## config.mk

```make
export PLATFORM = sky130hd
export DESIGN_NAME = nnc_ctrl
export DESIGN_NICKNAME = d
export VERILOG_FILES = /design/src/design/nnc_pkg.sv /design/src/design/nnc_ctrl.sv
export SDC_FILE = /design/constraint.sdc
export NUM_CORES = 1
export LEC_CHECK = 0
export BUFFER_PORTS_ARGS = -buffer_cell sky130_fd_sc_hd__buf_2
export CAP_MARGIN = 10
export CORE_ASPECT_RATIO = 1.1
export CORE_MARGIN = 1.5
export CORE_UTILIZATION = 46
export CTS_BUF_LIST = sky130_fd_sc_hd__clkbuf_2
export CTS_CLUSTER_SIZE = 12
export DETAILED_ROUTE_END_ITERATION = 16
export GPL_TIMING_DRIVEN = 0
export PLACE_DENSITY_LB_ADDON = 0.1
export SYNTH_ARGS = -nofsm -noshare
export SYNTH_HDL_FRONTEND = slang
export SYNTH_SLANG_ARGS = --single-unit
export TNS_END_PERCENT = 100
```

## constraint.sdc

```tcl
create_clock -name clk -period 1.9 [get_ports clk]
set_clock_uncertainty 0.15 [all_clocks]
set_input_delay 0.19 -clock clk [delete_from_list [all_inputs] [get_ports clk]]
set_output_delay 0.19 -clock clk [all_outputs]
set_load 0.05 [all_outputs]
```

## src/design/nnc_pkg.sv

```systemverilog
// ----------------------------------------------------------------------------
// nnc_pkg
// shared types and codes for the nearest-neighbour-chain engine
// ----------------------------------------------------------------------------
package nnc_pkg;

  // operation codes carried by an input item
  typedef enum logic [2:0] {
    OP_INIT  = 3'd0,
    OP_WRITE = 3'd1,
    OP_GROW  = 3'd2,
    OP_MERGE = 3'd3,
    OP_TRIM  = 3'd4
  } op_t;

  // result status codes
  typedef enum logic [1:0] {
    ST_OK   = 2'd0,
    ST_NONE = 2'd1,
    ST_BAD  = 2'd2,
    ST_FULL = 2'd3
  } status_t;

  localparam logic [6:0] ELEM_COUNT_RST = 7'd64;

  typedef enum logic [4:0] {
    S_IDLE,
    S_DECODE,
    S_WSLOT,
    S_WRITE,
    S_INIT_SET,
    S_INIT_FILL,
    S_GROW,
    S_SEED,
    S_STEP,
    S_SCAN,
    S_DECIDE,
    S_MERGE,
    S_COMPACT,
    S_APPEND,
    S_TRIM,
    S_TRD1,
    S_TRD2,
    S_TRD3,
    S_DONE
  } state_t;

  // controller to datapath
  typedef struct packed {
    logic    latch;
    logic    init_set;
    logic    init_fill;
    logic    slot_calc;
    logic    dist_write;
    logic    seed_read;
    logic    seed_push;
    logic    scan_begin;
    logic    scan_go;
    logic    push;
    logic    compact_begin;
    logic    compact_go;
    logic    compact_end;
    logic    append;
    logic    trim;
    logic    stk_rd_top;
    logic    stk_rd_below;
    logic    load_top;
    logic    load_below;
    logic    set_status;
    status_t status_code;
    logic    out_load;
  } cmd_t;

  // datapath to controller
  typedef struct packed {
    logic [2:0] op;
    logic       depth_zero;
    logic       start_bad;
    logic       step_more;
    logic       scan_done;
    logic       have;
    logic       nb_is_below;
    logic       depth_full;
    logic       init_done;
    logic       compact_done;
    logic       pass_last;
    logic       list_full;
    logic       out_free;
  } stat_t;

endpackage

```

## src/design/nnc_ctrl.sv

```systemverilog
// ----------------------------------------------------------------------------
// nnc_ctrl
// sequencing state machine: decodes an item and steps the datapath through it
// ----------------------------------------------------------------------------
module nnc_ctrl
  import nnc_pkg::*;
(
  input  logic       clk,
  input  logic       rst_n,
  input  logic       in_valid,
  output logic       in_stall,
  input  stat_t      stat,
  output cmd_t       cmd
);

  state_t state_r;
  state_t state_nxt;

  always_ff @(posedge clk) begin
    if (!rst_n) begin
      state_r <= S_IDLE;
    end else begin
      state_r <= state_nxt;
    end
  end

  always_comb begin
    state_nxt = state_r;
    unique case (state_r)
      S_IDLE: begin
        if (in_valid) state_nxt = S_DECODE;
      end
      S_DECODE: begin
        unique case (stat.op)
          OP_INIT:  state_nxt = S_INIT_SET;
          OP_WRITE: state_nxt = S_WSLOT;
          OP_GROW:  state_nxt = S_GROW;
          OP_MERGE: state_nxt = S_MERGE;
          OP_TRIM:  state_nxt = S_TRIM;
          default:  state_nxt = S_DONE;
        endcase
      end
      S_WSLOT:     state_nxt = S_WRITE;
      S_WRITE:     state_nxt = S_DONE;
      S_INIT_SET:  state_nxt = S_INIT_FILL;
      S_INIT_FILL: begin
        if (stat.init_done) state_nxt = S_DONE;
      end
      S_GROW: begin
        if (!stat.depth_zero) state_nxt = S_STEP;
        else if (stat.start_bad) state_nxt = S_DONE;
        else state_nxt = S_SEED;
      end
      S_SEED:      state_nxt = S_STEP;
      S_STEP: begin
        state_nxt = stat.step_more ? S_SCAN : S_DONE;
      end
      S_SCAN: begin
        if (stat.scan_done) state_nxt = S_DECIDE;
      end
      S_DECIDE: begin
        if (!stat.have || stat.nb_is_below || stat.depth_full) state_nxt = S_DONE;
        else state_nxt = S_STEP;
      end
      S_MERGE:     state_nxt = S_COMPACT;
      S_COMPACT: begin
        if (stat.compact_done && stat.pass_last) state_nxt = S_APPEND;
      end
      S_APPEND:    state_nxt = S_DONE;
      S_TRIM:      state_nxt = S_TRD1;
      S_TRD1:      state_nxt = S_TRD2;
      S_TRD2:      state_nxt = S_TRD3;
      S_TRD3:      state_nxt = S_DONE;
      S_DONE: begin
        if (stat.out_free) state_nxt = S_IDLE;
      end
      default:     state_nxt = S_IDLE;
    endcase
  end

  always_comb begin
    cmd = '0;
    cmd.status_code = ST_OK;
    unique case (state_r)
      S_IDLE:      cmd.latch = in_valid;
      S_WSLOT:     cmd.slot_calc = 1'b1;
      S_WRITE:     cmd.dist_write = 1'b1;
      S_INIT_SET:  cmd.init_set = 1'b1;
      S_INIT_FILL: cmd.init_fill = !stat.init_done;
      S_GROW: begin
        if (stat.depth_zero) begin
          if (stat.start_bad) begin
            cmd.set_status  = 1'b1;
            cmd.status_code = ST_BAD;
          end else begin
            cmd.seed_read = 1'b1;
          end
        end
      end
      S_SEED:      cmd.seed_push = 1'b1;
      S_STEP:      cmd.scan_begin = stat.step_more;
      S_SCAN:      cmd.scan_go = 1'b1;
      S_DECIDE: begin
        if (!stat.have) begin
          cmd.set_status  = 1'b1;
          cmd.status_code = ST_NONE;
        end else if (stat.nb_is_below) begin
          cmd.set_status  = 1'b0;
        end else if (stat.depth_full) begin
          cmd.set_status  = 1'b1;
          cmd.status_code = ST_FULL;
        end else begin
          cmd.push = 1'b1;
        end
      end
      S_MERGE:     cmd.compact_begin = 1'b1;
      S_COMPACT: begin
        cmd.compact_go  = !stat.compact_done;
        cmd.compact_end = stat.compact_done;
      end
      S_APPEND: begin
        if (stat.list_full) begin
          cmd.set_status  = 1'b1;
          cmd.status_code = ST_FULL;
        end else begin
          cmd.append = 1'b1;
        end
      end
      S_TRIM:      cmd.trim = 1'b1;
      S_TRD1:      cmd.stk_rd_top = 1'b1;
      S_TRD2: begin
        cmd.load_top     = 1'b1;
        cmd.stk_rd_below = 1'b1;
      end
      S_TRD3:      cmd.load_below = 1'b1;
      S_DONE:      cmd.out_load = stat.out_free;
      default:     cmd.latch = 1'b0;
    endcase
  end

  assign in_stall = (state_r != S_IDLE);

`ifndef SYNTH
  a_accept_decodes: assert property (@(posedge clk) disable iff (!rst_n)
    (in_valid && !in_stall) |=> (state_r == S_DECODE))
    else $error("accepted item not decoded");
`endif

endmodule

```

==> results of run 1 <==
-- stage by stage --
step | utilization | worst slack (ps) | cell area (sq um)
after floorplan | - | -358 | 890
after global placement | 0.691 | -19.7 | 1120
after detailed placement | 0.691 | -35.8 | 1120
after CTS | 0.764 | 1.52 | 1230
after global routing | 0.821 | -14.1 | 1330
final | 0.821 | 31.4 | 1330
-- timing repair --
item | 4_1_cts | 5_1_grt
endpoints found under the hold margin | 0 | 0
resized for setup | 33 | 17
pin swaps | 1 | 4
buffers inserted | 1 | 6
setup endpoints to repair | 18 | 22
-- kinds of logic after synthesis --
logic type      count (synthesis)
mux                             1
buf+inv                        14
compound gates                 28
xor+xnor                        1
flops                           5
simple gates                   70
-- worst paths after layout --
path	end	start	slack, ps
setup / recovery	cmd[20]	state_r[4]	30
setup reg to reg	state_r[1]	state_r[4]	120
hold / removal	state_r[2]	rst_n	100
hold reg to reg	state_r[0]	state_r[0]	510
-- power by group --
part / switching (mW) / internal [mW] / leakage (nW) / total, mW
Combinational: 0.854 / 0.464 / 0.519 / 1.32
Clock: 0.0481 / 0.0557 / 0.0166 / 0.104
Sequential: 0.0521 / 0.150 / 0.0436 / 0.202
-- layer usage --
| metal | vias to the layer above | wire, um | share of wire |
|---|---|---|---|
| met4 | 0 | 35 | 0.011 |
| li1 | 549 | - | - |
| met5 | - | 0 | 0 |
| met3 | 6 | 221 | 0.072 |
| met2 | 83 | 1630 | 0.53 |
| met1 | 536 | 1190 | 0.39 |
-- final cells by class --
class,instances,share of cell area
Timing Repair Buffer,48,0.229
Inverter,4,0.0113
Sequential cell,5,0.0840
Tap cell,17,0.0161
Multi-Input combinational cell,100,0.568
Buffer,10,0.0774
Clock buffer,4,0.0151
-- layout by cell type, fill, tap and decap left out, drive strengths merged, types with 4 or more instances in the layout --
master,synthesis,layout
nand2b,7,7
inv,4,4
buf,10,57
dfxtp,5,5
nand2,18,18
nor4,5,5
clkbuf,0,5
nor3,12,12
nor2,14,14
==> results.tsv, run 1 <==
stage	metric	value	unit
outcome	outcome	complete, no violations	
floorplanning	die_y	47.0	um
floorplanning	start_util	0.501	
critical_path	ff2ff_path_depth	6	
global_route	grtUsageMet3	0.0462	
synth	yosys.area.top_type_share	0.124	
worst_hold_path	min_path_cells	2	
critical_path	cp.arrival	1530	ps
synth	synth_top_family_by_area	simple AND/OR/NAND/NOR gates	
final_layout	top_regs	state_r: 5 flops	
synth	ys_ff_latch	5	
final_layout	regMostFlops	state_r	
critical_path	cp_cell_sequence	nand2b_1 -> buf_6 -> nor4_4 -> buf_4	
route	postRouteAntennaNets	0	
synth	synth_compound_area_frac	0.296	
place	hpwl	2080	um
timing	slew_viol_final	0	
worst_hold_path	hp-class	in2reg	
timing	relSlewSlack	0.762	
floorplanning	core	1610	sq um
critical_path	cp_top_family	simple AND/OR/NAND/NOR gates	
synth	avgSynthCellArea	6.79	sq um
timing	tns	0	ps
cts	cts_buffers	3	
final_layout	seqCellArea	111	sq um
synth	yosys-mux-area-fraction	0.0139	
final_layout	multi_input_area	752	sq um
synth	synth.most_common_cell	nand2_1	
final_layout	syn_to_final_growth	63.9	%
route	drc_errors	0	
place	place.gp.congestion	0.954	
global_route	use_met1	0.353	
place	dp.cells	177	
timing	finalSetupViolations	0	
floorplanning	core.rowCount	15	
critical_path	crit_path_start_kind	flip-flop	
timing	worst_pin_slew	348	ps
global_route	antenna_found_initial	0	
cts	clk_pin_slew	70	ps
synth	postSynthCellCount	119	
cts	cts_tree	yes	
critical_path	end_kind	primary output	
route	drtPass1Iterations	4	
final_layout	antenna_cells	0	
global_route	grt_first_pass_wirelength	4350	um
critical_path	cpPeakStageDelay	360	ps
floorplanning	pin_count	42	
critical_path	crit_cells	4	
power_and_ir_drop	power	1.62	mW
route	via_per_inst	6.24	
critical_path	worst_ep_required_time	1560	ps
critical_path	worst-path-max-fanout	8	
synth	synthArstFlopShare	0	
route	initialDrtViolationCount	61	
synth	synthAdderAreaFrac	0	
power_and_ir_drop	peakVddDrop	0.000673	V
global_route	use_met2	0.530	
global_route	grt_pass1_vias	929	
cts	htreeDepth	1	
synth	ys_seq_area_frac	0.124	
final_layout	largest_register_ff_count	5	
synth	ys_warn_count	0	
cts	cts-root-buf	clkbuf_2	
cts	cts_hold_buf	0	
global_route	busiest_layer	met2	
timing	final-hold-violation-count	0	
synth	synth_area_leaders	dfxtp_1 (12%), nand2_1 (8.4%), nor3_1 (7.4%)	
cts	insertion_delay	230	ps
flow_run	maxCapViolCount	0	
synth	yosys.area_share.simple	0.458	
final_layout	nets	190	
floorplanning	die_w	43.0	um
synth	synth_xor_area_frac	0.0108	
route	vias	1174	
synth	ys_top_cells_by_count	nand2_1 (18), nor2_1 (13), nor3_1 (12), nand2b_1 (7), buf_2 (6)	
critical_path	crit_type	reg2out	
synth	netlist-cell-type-count	40	
route	wl	3090	um
final_layout	fillers	111	
global_route	grt_overflow	0	
final_layout	drive_above_1_share	0.573	
floorplanning	dieArea	2020	sq um
final_layout	layout.cells.non_filler	188	
synth	synth_edf_count	0	
global_route	grt_util_all_layers	0.286	
global_route	grt_max_degree	11	
power_and_ir_drop	p_per_area	1230	nW/um^2
power_and_ir_drop	leakagePower	0.579	nW
timing	timing.hold.ws	95.9	ps
synth	synth_area_leader_cell	dfxtp_1	
cts	cts.sinks	5	
route	wire_per_inst	16.4	um
timing	fmax	535	MHz
timing	fin_crit_sh	0.983	
synth	ys.flop_type	dfxtp_1	
cts	clockBufferDepth	2	
critical_path	path_buf_inv	2	
timing	layout_min_cycle_time	1870	ps
synth	syn_nets	137	
critical_path	slowest_stage	dfxtp_2	
synth	syn-cell-area	808	sq um
place	port_buffers	41	
(Power assumes the default switching activity.)
==> run 2: changes to the inputs <==
--- a/config.mk
+++ b/config.mk
@@ -10,11 +10,12 @@
 export CORE_ASPECT_RATIO = 1.1
 export CORE_MARGIN = 1.5
 export CORE_UTILIZATION = 46
-export CTS_BUF_LIST = sky130_fd_sc_hd__clkbuf_2
+export CTS_BUF_LIST = sky130_fd_sc_hd__clkbuf_4 sky130_fd_sc_hd__clkbuf_8
 export CTS_CLUSTER_SIZE = 12
 export DETAILED_ROUTE_END_ITERATION = 16
 export GPL_TIMING_DRIVEN = 0
 export PLACE_DENSITY_LB_ADDON = 0.1
+export SKIP_LAST_GASP = 1
 export SYNTH_ARGS = -nofsm -noshare
 export SYNTH_HDL_FRONTEND = slang
 export SYNTH_SLANG_ARGS = --single-unit
==> run 2 against run 1 <==
Against the previous run:
- core utilization fell by 0.93 points
- combinational power about the same
- hold slack got worse by 40 ps
- first-iteration DRC count shrank 33%
- global-route usage rose by 0.081 points
- via count down 1.8%
- sequential power is essentially flat
- count of clock-buffer cells in the layout is the same
- clock power is 38% higher
==> results.tsv, run 2 (synthesized netlist as in run 1, its figures left out) <==
stage	metric	value	unit	change
critical_path	worst-path-max-fanout	8		unchanged
flow_run	maxCapViolCount	0		unchanged
timing	slew_viol_final	0		unchanged
critical_path	worst_ep_required_time	1560	ps	about the same
final_layout	finalInstanceArea	1310	sq um	was 1330 sq um
floorplanning	pin_count	42		unchanged
cts	cts_buffers	3		unchanged
global_route	antenna_found_initial	0		unchanged
floorplanning	start_util	0.501		unchanged
final_layout	regMostFlops	state_r		unchanged
floorplanning	die_y	47.0	um	unchanged
place	pre_cts_ws	-35.8	ps	unchanged
critical_path	crit_path_start_kind	flip-flop		unchanged
outcome	outcome	complete, no violations		unchanged
final_layout	top_regs	state_r: 5 flops		unchanged
final_layout	syn_to_final_growth	62.1	%	was 63.9%
final_layout	drive_above_1_share	0.560		was 0.573
final_layout	nets	187		was 190
timing	worst_slack	23.7	ps	was 31.4 ps
cts	cts.sinks	5		unchanged
global_route	grt_max_degree	11		unchanged
timing	fin_crit_sh	0.988		was 0.983
timing	tns	0	ps	unchanged
power_and_ir_drop	peakVddDrop	0.000857	V	was 0.000673 V
route	postRouteAntennaNets	0		unchanged
route	wire_per_inst	15.8	um	was 16.4 um
worst_hold_path	hp-class	in2reg		unchanged
place	port_buffers	41		unchanged
route	drtPass1Iterations	6		was 4
power_and_ir_drop	leakagePower	0.566	nW	was 0.579 nW
final_layout	layout_common_cells	buf_2 (25), buf_4 (18), nand2_1 (16)		was buf_2 (27), buf_4 (21), nand2_1 (15)
timing	layout_min_cycle_time	1880	ps	was 1870 ps
final_layout	fillers	106		was 111
timing	worst_pin_slew	488	ps	was 348 ps
global_route	grt_first_pass_wirelength	4370	um	was 4350 um
route	vias	1153		was 1174
final_layout	largest_register_ff_count	5		unchanged
timing	final-hold-violation-count	0		unchanged
critical_path	cp.arrival	1540	ps	was 1530 ps
final_layout	final_util	0.812		was 0.821
cts	clockBufferDepth	2		unchanged
cts	htreeDepth	1		unchanged
global_route	grt_util_all_layers	0.287		was 0.286
timing	fmax	533	MHz	was 535 MHz
critical_path	crit_type	reg2out		unchanged
timing	relSlewSlack	0.666		was 0.762
power_and_ir_drop	p_per_area	1250	nW/um^2	was 1230 nW/um^2
route	initialDrtViolationCount	41		was 61
cts	cts_tree	yes		unchanged
place	dpl_cell_area	1120	sq um	unchanged
final_layout	final_common_cell	buf_2		unchanged
route	wl	2930	um	was 3090 um
timing	timing.hold.ws	56.3	ps	was 95.9 ps
floorplanning	core	1610	sq um	unchanged
final_layout	antenna_cells	0		unchanged
place	hpwl	2080	um	unchanged
timing	finalSetupViolations	0		unchanged
floorplanning	dieArea	2020	sq um	unchanged
route	drc_errors	0		unchanged
place	place.gp.congestion	0.954		unchanged
timing	rsz0062_at_grt	true		
route	via_per_inst	6.23		was 6.24
global_route	grt_pass1_vias	943		was 929
floorplanning	core.rowCount	15		unchanged
cts	insertion_delay	250	ps	was 230 ps
global_route	grt_overflow	0		unchanged
critical_path	end_kind	primary output		unchanged
cts	cts_hold_buf	0		unchanged
floorplanning	die_w	43.0	um	unchanged
cts	clk_pin_slew	50	ps	was 70 ps
cts	cts-root-buf	clkbuf_4		was clkbuf_2
==> run 2: changes by cell type in the layout (fill, tap and decap cells not counted) <==
cell | before | now
clkbuf_4 | 1 | 7
nand2_2 | 2 | 1
buf_4 | 21 | 18
nor2_4 | 2 | 1
nor2_2 | 9 | 10
nand2_1 | 15 | 16
clkbuf_2 | 4 | 0
buf_2 | 27 | 25
==> run 2: stage by stage <==
stage | total power [mW] | cells
2_1_floorplan | 1.05 | 119
3_3_place_gp | 1.27 | 177
3_5_place_dp | 1.28 | 177
4_1_cts | 1.51 | 182
5_1_grt | 1.71 | 185
6_report | 1.64 | 185
==> run 2: where the power goes <==
part / leakage (nW) / switching, mW / total, mW / internal, mW
combinational: 0.504 / 0.838 / 1.29 / 0.452
sequential: 0.0436 / 0.0527 / 0.203 / 0.150
clock: 0.0184 / 0.0488 / 0.143 / 0.0939
==> run 2: worst paths after layout <==
check,from,end,slack (ps),cells after the start
max,state_r[3],cmd[6],20,5
min,rst_n,state_r[2],60,2
max reg2reg,state_r[4],state_r[1],170,6
min reg2reg,state_r[0],state_r[0],510,3
==> run 2: timing repair <==
| item | 4_1_cts | 5_1_grt |
|---|---|---|
| pin swaps | 1 | 2 |
| buffers inserted | 1 | 3 |
| setup endpoints to repair | 20 | 22 |
| gates resized for setup | 34 | 17 |
==> run 2: worst max-delay path: stages, from the launching register on <==
cell and delay (ps):
dfxtp_4 370, or2_1 230, buf_4 170, nor3_4 220, buf_6 110, buf_4 180
==> run 2: layout make-up <==
| class | count | area [sq um] | area share |
|---|---|---|---|
| flip-flops and latches | 5 | 111 | 0.0850 |
| inverters | 4 | 15.0 | 0.0115 |
| well taps | 17 | 21.3 | 0.0162 |
| repair buffers | 45 | 285 | 0.218 |
| clock buffers | 4 | 30.0 | 0.0229 |
| multi-input cells | 100 | 744 | 0.568 |
| plain buffers | 10 | 103 | 0.0783 |
==> run 2: routing by layer <==
metal	track usage	share of wire
met3	0.0462	0.084
met2	0.518	0.50
met1	0.353	0.39
met4	0.0970	0.025
met5	0	0
==> run 3: changes to the inputs <==
--- a/config.mk
+++ b/config.mk
@@ -8,13 +8,13 @@
 export BUFFER_PORTS_ARGS = -buffer_cell sky130_fd_sc_hd__buf_2
 export CAP_MARGIN = 10
 export CORE_ASPECT_RATIO = 1.1
-export CORE_MARGIN = 1.5
 export CORE_UTILIZATION = 46
-export CTS_BUF_LIST = sky130_fd_sc_hd__clkbuf_4 sky130_fd_sc_hd__clkbuf_8
+export CTS_BUF_LIST = sky130_fd_sc_hd__clkbuf_8
 export CTS_CLUSTER_SIZE = 12
 export DETAILED_ROUTE_END_ITERATION = 16
 export GPL_TIMING_DRIVEN = 0
 export PLACE_DENSITY_LB_ADDON = 0.1
+export SETUP_SLACK_MARGIN = 0.1
 export SKIP_LAST_GASP = 1
 export SYNTH_ARGS = -nofsm -noshare
 export SYNTH_HDL_FRONTEND = slang
==> run 3 against run 2 <==
Against the previous run:
- the flow now finishes with violations (negative setup slack)
- non-clock buffer count rose by 10
- critical endpoint is now cmd[17]
- power rose by 27%
- routed wire length rose by 62%
- critical path depth rose by 1
- count of clock-buffer cells in the layout fell by 1
- combinational power rose by 28%
- largest cell class unchanged
- largest power group unchanged
- core utilization rose by 15 points
- sequential power rose by 10%
- sequential cell count did not move
- sequential share of layout area fell by 1.2 points
==> results.tsv, run 3 (synthesized netlist as in run 1, its figures left out) <==
stage	metric	value	unit	change
global_route	grt_first_pass_wirelength	5510	um	was 4370 um
critical_path	crit_path_start_kind	flip-flop		unchanged
place	port_buffers	41		unchanged
outcome	violations	negative setup slack		
critical_path	critPathLaunch	state_r[0]		was state_r[3]
timing	worst_pin_slew	399	ps	was 488 ps
critical_path	worst-path-max-fanout	4		was 8
global_route	grt_max_degree	11		unchanged
timing	rsz0062_at_grt	true		unchanged
cts	cts.sinks	5		unchanged
power_and_ir_drop	p_per_area	1340	nW/um^2	was 1250 nW/um^2
final_layout	layout.cells.non_filler	195		was 185
critical_path	cp_top_family	buffers and inverters		unchanged
global_route	grt_util_all_layers	0.376		was 0.287
route	postRouteAntennaNets	0		unchanged
power_and_ir_drop	power	2.08	mW	was 1.64 mW
cts	clk_pin_slew	40	ps	was 50 ps
floorplanning	dieArea	1930	sq um	was 2020 sq um
cts	cts_hold_buf	0		unchanged
floorplanning	die_w	42.0	um	was 43.0 um
critical_path	worst_ep_required_time	1560	ps	about the same
power_and_ir_drop	leakagePower	0.641	nW	was 0.566 nW
final_layout	layout_common_cells	buf_2 (23), buf_6 (18), buf_4 (17)		was buf_2 (25), buf_4 (18), nand2_1 (16)
timing	slew_viol_final	0		unchanged
outcome	outcome	finished, violations left		was complete, no violations
cts	clockBufferDepth	2		unchanged
cts	insertion_delay	230	ps	was 250 ps
place	dp.cells	177		unchanged
cts	htreeDepth	1		unchanged
route	drc_errors	0		unchanged
floorplanning	die_y	46.0	um	was 47.0 um
cts	cts_tree	yes		unchanged
place	dpl_cell_area	1170	sq um	was 1120 sq um
critical_path	cp.arrival	1630	ps	was 1540 ps
cts	cts_buffers	3		unchanged
floorplanning	start_util	0.501		unchanged
critical_path	cp_cell_sequence	buf_6 -> nor2_4 -> nand4_1 -> buf_4 -> nor2_1 -> clkbuf_4		was or2_1 -> buf_4 -> nor3_4 -> buf_6 -> buf_4
final_layout	regMostFlops	state_r		unchanged
critical_path	crit_type	reg2out		unchanged
critical_path	cpPeakStageDelay	340	ps	was 370 ps
timing	layout_min_cycle_time	1970	ps	was 1880 ps
final_layout	syn_to_final_growth	92.9	%	was 62.1%
place	hpwl	2160	um	was 2080 um
final_layout	nets	197		was 187
power_and_ir_drop	peakVddDrop	0.00103	V	was 0.000857 V
timing	fmax	508	MHz	was 533 MHz
cts	cts-root-buf	clkbuf_8		was clkbuf_4
final_layout	finalInstanceArea	1560	sq um	was 1310 sq um
global_route	grt_overflow	0		unchanged
place	pre_cts_ws	-99.5	ps	was -35.8 ps
critical_path	r2r-start	state_r[1]		was state_r[4]
route	initialDrtViolationCount	131		was 41
final_layout	drive_above_1_share	0.624		was 0.560
flow_run	maxCapViolCount	0		unchanged
timing	worst_slack	-70.3	ps	was 23.7 ps
critical_path	end_kind	primary output		unchanged
worst_hold_path	hp-start	rst_n		unchanged
timing	fin_crit_sh	1.04		was 0.988
route	via_per_inst	7.26		was 6.23
floorplanning	core	1610	sq um	unchanged
floorplanning	core.rowCount	15		unchanged
timing	relSlewSlack	0.732		was 0.666
global_route	grt_pass1_vias	1107		was 943
floorplanning	pin_count	42		unchanged
final_layout	final_common_cell	buf_2		unchanged
place	place.gp.congestion	0.890		was 0.954
route	vias	1416		was 1153
route	wl	4740	um	was 2930 um
critical_path	slowest_stage	dfxtp_2		was dfxtp_4
worst_hold_path	hp-class	in2reg		unchanged
route	wire_per_inst	24.3	um	was 15.8 um
critical_path	rrSetupSlack	80	ps	was 170 ps
route	drtPass1Iterations	8		was 6
timing	final-hold-violation-count	0		unchanged
final_layout	top_regs	state_r: 5 flops		unchanged
global_route	antenna_found_initial	0		unchanged
final_layout	antenna_cells	0		unchanged
final_layout	largest_register_ff_count	5		unchanged
timing	finalSetupViolations	3		was 0
critical_path	path_buf_inv	3		unchanged
==> run 3: cell types whose count changed in the layout (fill, tap and decap cells not counted), moves of 3 or more <==
cell,change
buf_6,+10
clkbuf_4,-3
clkbuf_8,+3
nor2_4,+3
==> run 3: report_power, final <==
| part | switching (mW) | internal [mW] |
|---|---|---|
| sequential | 0.0713 | 0.153 |
| clock | 0.0657 | 0.140 |
| combinational | 1.04 | 0.619 |
| total | 1.17 | 0.911 |
==> run 3: final timing paths <==
path                                    to  depth (start not counted)
worst min-delay path            state_r[2]                          2
worst max register to register  state_r[4]                          7
worst max-delay path               cmd[17]                          6
worst min register to register  state_r[1]                          4
==> run 3: final cells by class <==
class | count | area [sq um]
multi-input combinational | 100 | 836
timing repair buffer | 55 | 403
buffer | 10 | 123
sequential | 5 | 114
fill | 31 | 55.1
clock buffer | 3 | 41.3
tap | 17 | 21.3
inverter | 4 | 17.5
clock inverter | 1 | 3.75
==> run 3: per-stage QoR <==
stage | utilization | setup TNS (ps) | hold WS (ps)
floorplan | - | -1.32 | 166
global placement | 0.726 | -70.1 | 328
detailed placement | 0.726 | -201 | 337
CTS | 0.866 | 0 | 110
global route | 0.966 | -82.7 | 111
finish | 0.966 | -98.0 | 105
==> run 3: timing repair <==
item / 4_1_cts / 5_1_grt
setup buffers: 10 / 4
gates resized for setup: 37 / 38
endpoints found under the setup margin: 24 / 25
pin swaps: 5 / 10
==> run 3: metal layers <==
layer	vias up	global-route usage	routed length [um]
met4	0	0.161	444
met2	160	0.681	2140
met3	68	0.0278	519
met1	622	0.462	1630
li1	566	-	-
met5	-	0	0
